--- config.mk ---
export PLATFORM = sky130hd
export DESIGN_NAME = sync_length_crc8_frame_parser_core
export DESIGN_NICKNAME = d
export VERILOG_FILES = /design/src/sv/scfp_pkg.sv /design/src/sv/scfp_ram.sv /design/src/sv/scfp_crc8.sv /design/src/sv/sync_length_crc8_frame_parser_core.sv
export SDC_FILE = /design/constraint.sdc
export NUM_CORES = 1
export LEC_CHECK = 0
export ABC_AREA = 1
export BUFFER_PORTS_ARGS = -buffer_cell sky130_fd_sc_hd__buf_4
export CORE_UTILIZATION = 50
export DETAILED_ROUTE_END_ITERATION = 6
export GPL_TIMING_DRIVEN = 0
export HOLD_SLACK_MARGIN = 0.1
export PLACE_DENSITY = 0.66
export SYNTH_ARGS = -nofsm -noshare
export SYNTH_HDL_FRONTEND = slang
export SYNTH_SLANG_ARGS = --single-unit
export TNS_END_PERCENT = 1
--- constraint.sdc ---
create_clock -name clk -period 2.63 [get_ports clk]
set_clock_uncertainty 0.15 [all_clocks]
set_input_delay 0.526 -clock clk [delete_from_list [all_inputs] [get_ports clk]]
set_output_delay 0.526 -clock clk [all_outputs]
set_load 0.01 [all_outputs]
--- src/sv/scfp_pkg.sv ---
// ============================================================================
// scfp_pkg - shared types and constants for the sync/length/crc8 frame parser
// Holds the CRC-8 polynomial and the command/status structs of the serial CRC.
// ============================================================================
package scfp_pkg;

    // crc-8 polynomial, msb first, no reflection
    localparam logic [7:0] CRC_POLY = 8'hD5;

    // number of bit steps per byte in the serial crc
    localparam int unsigned CRC_STEPS = 8;

    typedef struct packed {
        logic       start;
        logic [7:0] seed;
    } crc_cmd_t;

    typedef struct packed {
        logic       busy;
        logic       last;
        logic [7:0] value;
    } crc_stat_t;

endpackage

--- src/sv/scfp_ram.sv ---
// ============================================================================
// scfp_ram - generic simple dual-port ram
// One write port and one read port, read data registered.
// ============================================================================
module scfp_ram #(
    parameter int unsigned WIDTH = 8,
    parameter int unsigned DEPTH = 64
) (
    input  logic                                         clk,
    input  logic                                         we,
    input  logic [(DEPTH > 1 ? $clog2(DEPTH) : 1)-1:0]   waddr,
    input  logic [WIDTH-1:0]                             wdata,
    input  logic [(DEPTH > 1 ? $clog2(DEPTH) : 1)-1:0]   raddr,
    output logic [WIDTH-1:0]                             rdata
);

    logic [WIDTH-1:0] mem [DEPTH];
    logic [WIDTH-1:0] rdata_reg;

    always_ff @(posedge clk)
    begin
        if (we)
        begin
            mem[waddr] <= wdata;
        end
        rdata_reg <= mem[raddr];
    end

    assign rdata = rdata_reg;

endmodule

--- src/sv/scfp_crc8.sv ---
// ============================================================================
// scfp_crc8 - bit-serial crc-8 unit
// Loads the seed (running crc xor byte) and shifts it through the lfsr
// one bit per cycle.
// ============================================================================
module scfp_crc8 (
    input  logic                 clk,
    input  logic                 rst_n,
    input  scfp_pkg::crc_cmd_t   cmd,
    output scfp_pkg::crc_stat_t  stat
);

    localparam int unsigned CNT_W = $clog2(scfp_pkg::CRC_STEPS + 1);

    logic [7:0]       crc_reg;
    logic [7:0]       crc_next;
    logic [CNT_W-1:0] cnt_reg;
    logic [CNT_W-1:0] cnt_next;

    always_comb
    begin
        crc_next = crc_reg;
        cnt_next = cnt_reg;
        if (cmd.start)
        begin
            crc_next = cmd.seed;
            cnt_next = CNT_W'(scfp_pkg::CRC_STEPS);
        end
        else if (cnt_reg != '0)
        begin
            // one lfsr step, feedback on the msb
            crc_next = {crc_reg[6:0], 1'b0} ^ (crc_reg[7] ? scfp_pkg::CRC_POLY : 8'h00);
            cnt_next = cnt_reg - 1'b1;
        end
    end

    always_ff @(posedge clk or negedge rst_n)
    begin
        if (!rst_n)
        begin
            crc_reg <= '0;
            cnt_reg <= '0;
        end
        else
        begin
            crc_reg <= crc_next;
            cnt_reg <= cnt_next;
        end
    end

    assign stat.busy  = (cnt_reg != '0);
    assign stat.last  = (cnt_reg == CNT_W'(1));
    assign stat.value = crc_reg;

    a_cnt_range: assert property (@(posedge clk) disable iff (!rst_n)
        cnt_reg <= CNT_W'(scfp_pkg::CRC_STEPS))
        else $error("crc step count out of range");

    a_start_idle: assert property (@(posedge clk) disable iff (!rst_n)
        cmd.start |-> !stat.busy)
        else $error("crc started while still shifting");

endmodule

--- src/sv/sync_length_crc8_frame_parser_core.sv ---
// input: a sync or crc byte is taken in the idle state; a length or payload byte is accepted,
//   then shifted through the bit-serial crc shift register
// no new input item is taken while the serial crc unit is still shifting
// read-out: after a good crc byte the payload is played out, each byte through a ram read,
//   then the output register, while the sink is ready
// reset: control state, sync value and running crc cleared; payload ram not cleared
// ============================================================================
// sync_length_crc8_frame_parser_core - sync/length/payload/crc-8 deframer
// Hunts for sync, collects payload into ram, checks crc-8 and plays out the
// payload of good frames; an empty good frame gives one zero item.
// ============================================================================
module sync_length_crc8_frame_parser_core #(
    parameter int unsigned MAX_PAYLOAD = 64
) (
    input  logic       clk,
    input  logic       rst_n,
    input  logic       cfg_wr_en,
    input  logic [7:0] cfg_wr_data,
    input  logic       in_valid,
    output logic       in_ready,
    input  logic [7:0] rx_byte,
    output logic       out_valid,
    input  logic       out_ready,
    output logic [7:0] payload_byte
);

    localparam int unsigned AW = (MAX_PAYLOAD > 1) ? $clog2(MAX_PAYLOAD) : 1;
    localparam int unsigned CW = $clog2(MAX_PAYLOAD + 1);

    typedef enum logic [1:0] {
        PH_HUNT,
        PH_LEN,
        PH_DATA,
        PH_CHECK
    } phase_t;

    typedef enum logic [1:0] {
        S_IDLE,
        S_CRC,
        S_RD,
        S_OUT
    } state_t;

    state_t              state_reg, state_next;
    phase_t              phase_reg, phase_next;
    logic [7:0]          sync_reg, sync_next;
    logic [CW-1:0]       len_reg, len_next;
    logic [CW-1:0]       fill_reg, fill_next;
    logic [CW-1:0]       rd_idx_reg, rd_idx_next;
    logic                empty_reg, empty_next;
    logic                out_valid_reg, out_valid_next;
    logic [7:0]          out_data_reg, out_data_next;

    scfp_pkg::crc_cmd_t  crc_cmd;
    scfp_pkg::crc_stat_t crc_stat;

    logic                ram_we;
    logic [7:0]          ram_rdata;
    logic                accept;
    logic                slot_free;
    logic                len_bad;
    logic                is_sync;
    logic [CW-1:0]       fill_inc;
    logic [CW-1:0]       rd_inc;

    scfp_crc8 u_crc (
        .clk   (clk),
        .rst_n (rst_n),
        .cmd   (crc_cmd),
        .stat  (crc_stat)
    );

    scfp_ram #(
        .WIDTH (8),
        .DEPTH (MAX_PAYLOAD)
    ) u_store (
        .clk   (clk),
        .we    (ram_we),
        .waddr (fill_reg[AW-1:0]),
        .wdata (rx_byte),
        .raddr (rd_idx_reg[AW-1:0]),
        .rdata (ram_rdata)
    );

    assign accept    = in_valid && (state_reg == S_IDLE);
    assign slot_free = !out_valid_reg || out_ready;
    assign len_bad   = (rx_byte > 8'(MAX_PAYLOAD));
    assign is_sync   = (rx_byte == sync_reg);
    assign fill_inc  = fill_reg + 1'b1;
    assign rd_inc    = rd_idx_reg + 1'b1;
    assign ram_we    = accept && (phase_reg == PH_DATA);

    always_comb
    begin
        state_next     = state_reg;
        phase_next     = phase_reg;
        sync_next      = cfg_wr_en ? cfg_wr_data : sync_reg;
        len_next       = len_reg;
        fill_next      = fill_reg;
        rd_idx_next    = rd_idx_reg;
        empty_next     = empty_reg;
        out_data_next  = out_data_reg;
        out_valid_next = out_valid_reg && !out_ready;
        crc_cmd.start  = 1'b0;
        crc_cmd.seed   = rx_byte;

        unique case (state_reg)
            S_IDLE:
            begin
                if (accept)
                begin
                    unique case (phase_reg)
                        PH_HUNT:
                        begin
                            if (is_sync)
                            begin
                                phase_next = PH_LEN;
                            end
                        end
                        PH_LEN:
                        begin
                            if (len_bad)
                            begin
                                // bogus length that looks like sync restarts the frame
                                phase_next = is_sync ? PH_LEN : PH_HUNT;
                            end
                            else
                            begin
                                len_next      = rx_byte[CW-1:0];
                                fill_next     = '0;
                                crc_cmd.start = 1'b1;
                                crc_cmd.seed  = rx_byte;
                                phase_next    = (rx_byte == 8'h00) ? PH_CHECK : PH_DATA;
                                state_next    = S_CRC;
                            end
                        end
                        PH_DATA:
                        begin
                            fill_next     = fill_inc;
                            crc_cmd.start = 1'b1;
                            crc_cmd.seed  = crc_stat.value ^ rx_byte;
                            if (fill_inc == len_reg)
                            begin
                                phase_next = PH_CHECK;
                            end
                            state_next = S_CRC;
                        end
                        PH_CHECK:
                        begin
                            if (rx_byte == crc_stat.value)
                            begin
                                phase_next  = PH_HUNT;
                                rd_idx_next = '0;
                                if (len_reg == '0)
                                begin
                                    empty_next = 1'b1;
                                    state_next = S_OUT;
                                end
                                else
                                begin
                                    state_next = S_RD;
                                end
                            end
                            else
                            begin
                                phase_next = is_sync ? PH_LEN : PH_HUNT;
                            end
                        end
                        default:
                        begin
                            phase_next = PH_HUNT;
                        end
                    endcase
                end
            end
            S_CRC:
            begin
                if (crc_stat.last)
                begin
                    state_next = S_IDLE;
                end
            end
            S_RD:
            begin
                // ram data for rd_idx shows up next cycle
                state_next = S_OUT;
            end
            S_OUT:
            begin
                if (slot_free)
                begin
                    out_valid_next = 1'b1;
                    out_data_next  = empty_reg ? 8'h00 : ram_rdata;
                    rd_idx_next    = rd_inc;
                    if (empty_reg || (rd_inc == len_reg))
                    begin
                        empty_next = 1'b0;
                        state_next = S_IDLE;
                    end
                    else
                    begin
                        state_next = S_RD;
                    end
                end
            end
            default:
            begin
                state_next = S_IDLE;
            end
        endcase
    end

    always_ff @(posedge clk or negedge rst_n)
    begin
        if (!rst_n)
        begin
            state_reg     <= S_IDLE;
            phase_reg     <= PH_HUNT;
            sync_reg      <= '0;
            len_reg       <= '0;
            fill_reg      <= '0;
            rd_idx_reg    <= '0;
            empty_reg     <= 1'b0;
            out_valid_reg <= 1'b0;
            out_data_reg  <= '0;
        end
        else
        begin
            state_reg     <= state_next;
            phase_reg     <= phase_next;
            sync_reg      <= sync_next;
            len_reg       <= len_next;
            fill_reg      <= fill_next;
            rd_idx_reg    <= rd_idx_next;
            empty_reg     <= empty_next;
            out_valid_reg <= out_valid_next;
            out_data_reg  <= out_data_next;
        end
    end

    assign in_ready     = (state_reg == S_IDLE);
    assign out_valid    = out_valid_reg;
    assign payload_byte = out_data_reg;

    a_fill_bound: assert property (@(posedge clk) disable iff (!rst_n)
        fill_reg <= len_reg)
        else $error("payload fill beyond frame length");

    a_idle_crc: assert property (@(posedge clk) disable iff (!rst_n)
        (state_reg == S_IDLE) |-> !crc_stat.busy)
        else $error("ready for an item while crc still shifting");

    a_rd_bound: assert property (@(posedge clk) disable iff (!rst_n)
        (state_reg == S_RD) |-> (rd_idx_reg < len_reg))
        else $error("read-out beyond frame length");

    a_empty_len: assert property (@(posedge clk) disable iff (!rst_n)
        empty_reg |-> (len_reg == '0) && (state_reg == S_OUT))
        else $error("empty marker on a non-empty frame");

endmodule
==> After elaboration in Yosys (flattened, before gate mapping) <==
Memory sizes are Yosys's and may differ from the RTL's. A register that Yosys moved wholly into a read port is not among the register bits.
Index checks and enable logic that the tools add are counted.
{ "word_totals": {"reg_bits": 55, "latchBits": 0, "ram_bits": 512, "mem_bits_ro": 0, "in_bits": 21, "mem_count": 1} }
{ "classes": {"n_addsub": 3, "mul": 0, "div_mod_pow": 0, "magnitude_cmp": 1, "n_eq_ne": 24, "shifts": 0, "muxes": 44, "bitwise_logic": 3, "n_reduce_logical": 22} }
{ "mem_list": {"columns": ["name", "words", "width", "read_ports", "rd_ports_with_merged_regs", "write_ports", "line", "source"], "rows": [
  ["u_store.mem", 64, 8, 1, 1, 1, "scfp_ram.sv:17", "logic [WIDTH-1:0] mem [DEPTH];"]
]} }
{ "op_table": {"columns": ["op", "n"], "rows": [
  ["$mux 7", 5],
  ["$mux 8", 4],
  ["$pmux 7 s2", 2],
  ["$mux 9", 3],
  ["$mux 2", 9],
  ["$pmux 9 s2", 1],
  ["$eq 8x8->1", 2],
  ["$pmux 2 s4", 2],
  ["$xor 8x8->8", 2],
  ["$add 7x1->7 const B", 2],
  ["$eq 7x7->1", 2],
  ["$mux 1", 14],
  ["$reduce_and 4->1", 3],
  ["$ne 2x1->1 const B", 5],
  ["$ne 2x2->1 const B", 5],
  ["$eq 2x2->1 const B", 4],
  ["$gt 8x7->1 const B", 1],
  ["$logic_not 8->1", 1],
  ["$mux 4", 2],
  ["$logic_not 7->1", 1],
  ["$reduce_and 7->1", 1],
  ["$ne 3x3->1 const B", 2],
  ["$pmux 2 s3", 1],
  ["$reduce_and 6->1", 1],
  ["14 further kinds", 22]
]} }

==> Depth between registers and ports, before layout <==
{ "logic_depth": {"ltp_word": 6, "ltp_mapped": 14, "ltp_nobuf": 14} }

==> Cells and area by module <==
Synthesis repeated with hierarchy kept, for this count alone.
{ "unflattened": {"hier_cells": 2256, "area_unflattened_um2": 24778.8} }
{ "modules_own_cells": {"columns": ["mod", "instances", "cells_each", "area_each_um2", "seq_area_each_um2"], "rows": [
  ["scfp_ram", 1, 1805, 21339.2, 15534.9],
  ["sync_length_crc8_frame_parser_core", 1, 354, 2708.8, 1076.0],
  ["scfp_crc8", 1, 97, 730.7, 300.3]
]} }

==> Worst setup path before layout <==
No wires, ideal clock.
{ "synth_path": {"kind": "flip-flop to flip-flop", "startpoint": "register phase_reg[0]", "endpoint": "memory u_store.mem[11][0], enable pin", "setup_ns": 0.370, "arrival_ns": 1.773, "t_required_ns": 2.110, "path_slack_ns": 0.336, "path_stages_with_launch": 7, "path_buffers": 0, "period_less_slack_ns": 2.294, "cell_sequence": "dfrtp_1 inv_1 ha_1 inv_1 nor3_1 nand3_1 nor2_1"} }
{ "synth_between": {"elab_chain_cells": 4} }
{ "synth_rtl": {"columns": ["element", "line", "source"], "rows": [
  ["start: declaration", "sync_length_crc8_frame_parser_core.sv:45", "phase_t phase_reg, phase_next;"],
  ["start signal: assignment", "sync_length_crc8_frame_parser_core.sv:230", "phase_reg <= phase_next;"],
  ["$eq 2x2->1", "sync_length_crc8_frame_parser_core.sv:91", "assign ram_we = accept && (phase_reg == PH_DATA);"],
  ["$logic_and 1x1->1", "sync_length_crc8_frame_parser_core.sv:91", null],
  ["$mux 1", "scfp_ram.sv:22", "if (we)"],
  ["$mux 1 (implied by the code)", "scfp_ram.sv:24", "mem[waddr] <= wdata;"],
  ["end: declaration", "scfp_ram.sv:17", null]
]} }
Every way passes these cells.

==> Worst setup path in the final report <==
{ "layout_path": {"startpoint": "register phase_reg[0]", "endpoint": "memory u_store.mem[55][2], enable pin"} }
The elaborated chain is that of the path after synthesis.

==> metrics <==
LEAKAGE=about 9.3 nW; PD cells=around 940 nW/um^2; Setup violations, final=~300; via count=16900; area leader, netlist=edfxtp_1; final net count=2144; delay-heaviest family, CP=simple AND/OR/NAND/NOR gates; unrepaired setup endpoints after global routing=yes; fin worst setup slack=-0.371 ns; Synth Net Count=2033; vias in the first global route=around 16000; setup TNS=-64.89 ns; H-Tree Depth=2; Worst Path Buf+Inv=2; Max IR drop VDD=about 0.00056 V; Slew Limit Headroom=35.2%; fraction of registers with async set/reset=about a tenth; drt drc=7; worst-path fanout max=8; sw frac=34.3%; DRT Pass-1 Iters=7; Util after Layout=58.2%; I/O pin total=31; final hold slack=0.182 ns; Biggest register=u_store.mem; Most used DFF post-synth=edfxtp_1; TritonCTS Buffers=57; Comb pwr share=26.7%; wire per inst=26.8 microns; detailed placement HPWL=48300 microns; outcome=complete, but fails checks; Hold Vio Cnt, Final=0; area of the multi-input gates=6390 sq um; violated checks=DRC, setup timing; Final Max Slew Viols=0; Post-Syn Instances=2003; Congestion Overflow GR=0; most frequent CP cell=inv_1; TritonCTS clock tree=yes; FP Rows=79; Peak Freq=333 MHz; mapped cell area=23700 sq um; Clock power frac=31.7%; actual slew at the worst max-slew pin=0.970 ns; # diodes=0; Yosys reg bits=between 500 and 600; Initial DRC Count=2428; worst-case clock buffer depth=3; Seq pwr share=41.6%; CP arrival=3.11 ns; Total GRT Usage=31.1%; routed vias/inst=around 6; drt total wl=about 74000 microns; Final Critical Period=around 3.0 ns; initial antenna violation count=0; die width=220 microns; FILL cells=3830; Buffers on Ports=30; fin crit share=114%; Die Span Y=between 200 and 250 microns; Core Box Area=46700 sq um; top cells by area, synth=edfxtp_1 (65%), o21ai_0 (5.9%), nor2_1 (5.8%); syn avg cell area=between 10 and 15 sq um; Ys Warns=0; Final Power=about 26 mW; clk sinks=575; Distinct cells, synth=41; clock root buffer master=clkbuf_16; register clock-pin slew on the reported worst setup and hold paths=0.07 ns; Layout area overhead=14.5%; Synth top area share=64.8%; # Max-Cap Violations=0; CP cell instances=inv_1, ha_1, inv_1, nor2_4, nand2_1, nor2_2; number of flip-flops in the largest register=512; pin count of the biggest net entering global routing=69; Routed Antenna Nets=0; share of layout cells above drive strength 1=13.0%; internal power component=16.8 mW; Skew-Pair Late Insertion Delay=0.63 ns; largest stage delay on the critical path=0.71 ns; storage element area=16900 sq um; CP max-delay cell=nor2_2; sw power=8.76 mW; Post-synth EDFFs=512; DIE AREA=48300 sq um; first-pass GRT wire length=106000 microns; gpl congestion=0.947; Worst Setup End Kind=flop; CP required=around 2.7 ns; register area share after synthesis=71.2%; Initial Util=50.9%; Hold Path Class=primary input to flop; Setup CP Type=flop to flop; type of origin of the critical path=flop
[metrics by stage]
step / cells / worst slack [ns] / cell area (sq um)
5_1_grt: 2766 / -0.501 / 27200
3_5_place_dp: 2640 / -0.989 / 24700
3_3_place_gp: 2640 / -0.914 / 24700
6_report: 2766 / -0.371 / 27200
4_1_cts: 2761 / -0.761 / 26900
2_1_floorplan: 2003 / 0.336 / 23700
[final cells by class]
cell class / instances / area share (%)
inverters: 72 / 1.00
multi-input cells: 1245 / 23.5
repair buffers: 52 / 1.62
clock inverters: 36 / 1.26
clock buffers: 68 / 5.44
well taps: 607 / 2.79
flip-flops and latches: 575 / 62.2
plain buffers: 111 / 2.13
[worst paths after layout]
kind | endpoint | from | cells past startpoint | slack [ns]
max | u_store.mem[55][2]$_DFFE_PP_ | phase_reg[0]$_DFFE_PN0P_ | 6 | -0.37
min | state_reg[1]$_DFFE_PN0P_ | in_valid | 5 | 0.18
max reg2reg | u_store.mem[55][2]$_DFFE_PP_ | phase_reg[0]$_DFFE_PN0P_ | 6 | -0.37
min reg2reg | payload_byte[0]$_DFFE_PN0P_ | u_store.rdata[0]$_DFF_P_ | 2 | 0.31
max in group asynchronous | rd_idx_reg[0]$_DFFE_PN0P_ | rst_n | 2 | 1.39
min in group asynchronous | sync_reg[7]$_DFFE_PN0P_ | rst_n | 2 | 0.36
[cells by family after synthesis]
kind of cell | Yosys count | synth area share, %
simple gates | 733 | 12.6
flops | 575 | 71.2
compound gates | 494 | 11.8
buf+inv | 183 | 3.49
fa+ha+maj | 9 | 0.474
xor+xnor | 8 | 0.295
mux | 1 | 0.0474
[tightest hold or removal path, stage by stage]
cell and delay (ns):
buf_4 0.13, nand3_1 0.08, nand2_1 0.06, nand3_1 0.08
nand2_1 0.05
[metal layers]
layer | global-route usage [%] | up-vias | wire, microns
li1 | - | 7491 | -
met1 | 43.9 | 8314 | 29500
met2 | 46.9 | 980 | 33200
met3 | 7.16 | 158 | 8540
met4 | 12.0 | 0 | 2900
met5 | 0 | - | 0
[synthesized netlist by cell type, types with 10 or more instances]
master,n
o21ai_0,280
inv_1,61
nor2_1,368
o211ai_1,55
dfrtp_1,55
a21oi_1,40
o21ai_1,20
nand3_1,125
o22ai_1,54
a22oi_1,32
edfxtp_1,512
clkbuf_1,56
nand2_1,213
nand4_1,10
buf_2,35
[power groups by stage]
stage / clock network, mW / logic, mW / registers (mW)
CTS: 8.11 / 6.55 / 10.6
finish: 8.09 / 6.82 / 10.6
floorplan: 0 / 3.85 / 10.7
global route: 8.42 / 7.28 / 10.6
global placement: 0 / 6.33 / 10.8
detailed placement: 0 / 6.43 / 10.8
[what timing repair did]
item | in CTS | in global routing
endpoints found under the hold margin | 64 | 0
gates resized for setup | 68 | 68
setup buffers | 2 | 5
cloned | 0 | 0
endpoints found under the setup margin | 517 | 462
hold buffers | 15 | 0
pin swaps | 1 | 9
[cells in the final DEF, fill, tap and decap left out, types with 10 or more instances in the layout]
cell type / instances
edfxtp_1: 512
nor2_1: 303
o21ai_0: 278
nand2_1: 210
nand3_1: 120
inv_1: 61
clkbuf_16: 57
o211ai_1: 55
o22ai_1: 54
dfrtp_1: 53
clkbuf_1: 52
buf_4: 45
a21oi_1: 40
nor2_4: 37
buf_2: 33
nor2_2: 32
a22oi_1: 32
o21ai_1: 22
clkinv_1: 18
clkbuf_2: 16
dlygate4sd3_1: 15
nand4_1: 10
Power figures use the tool's default switching activity.
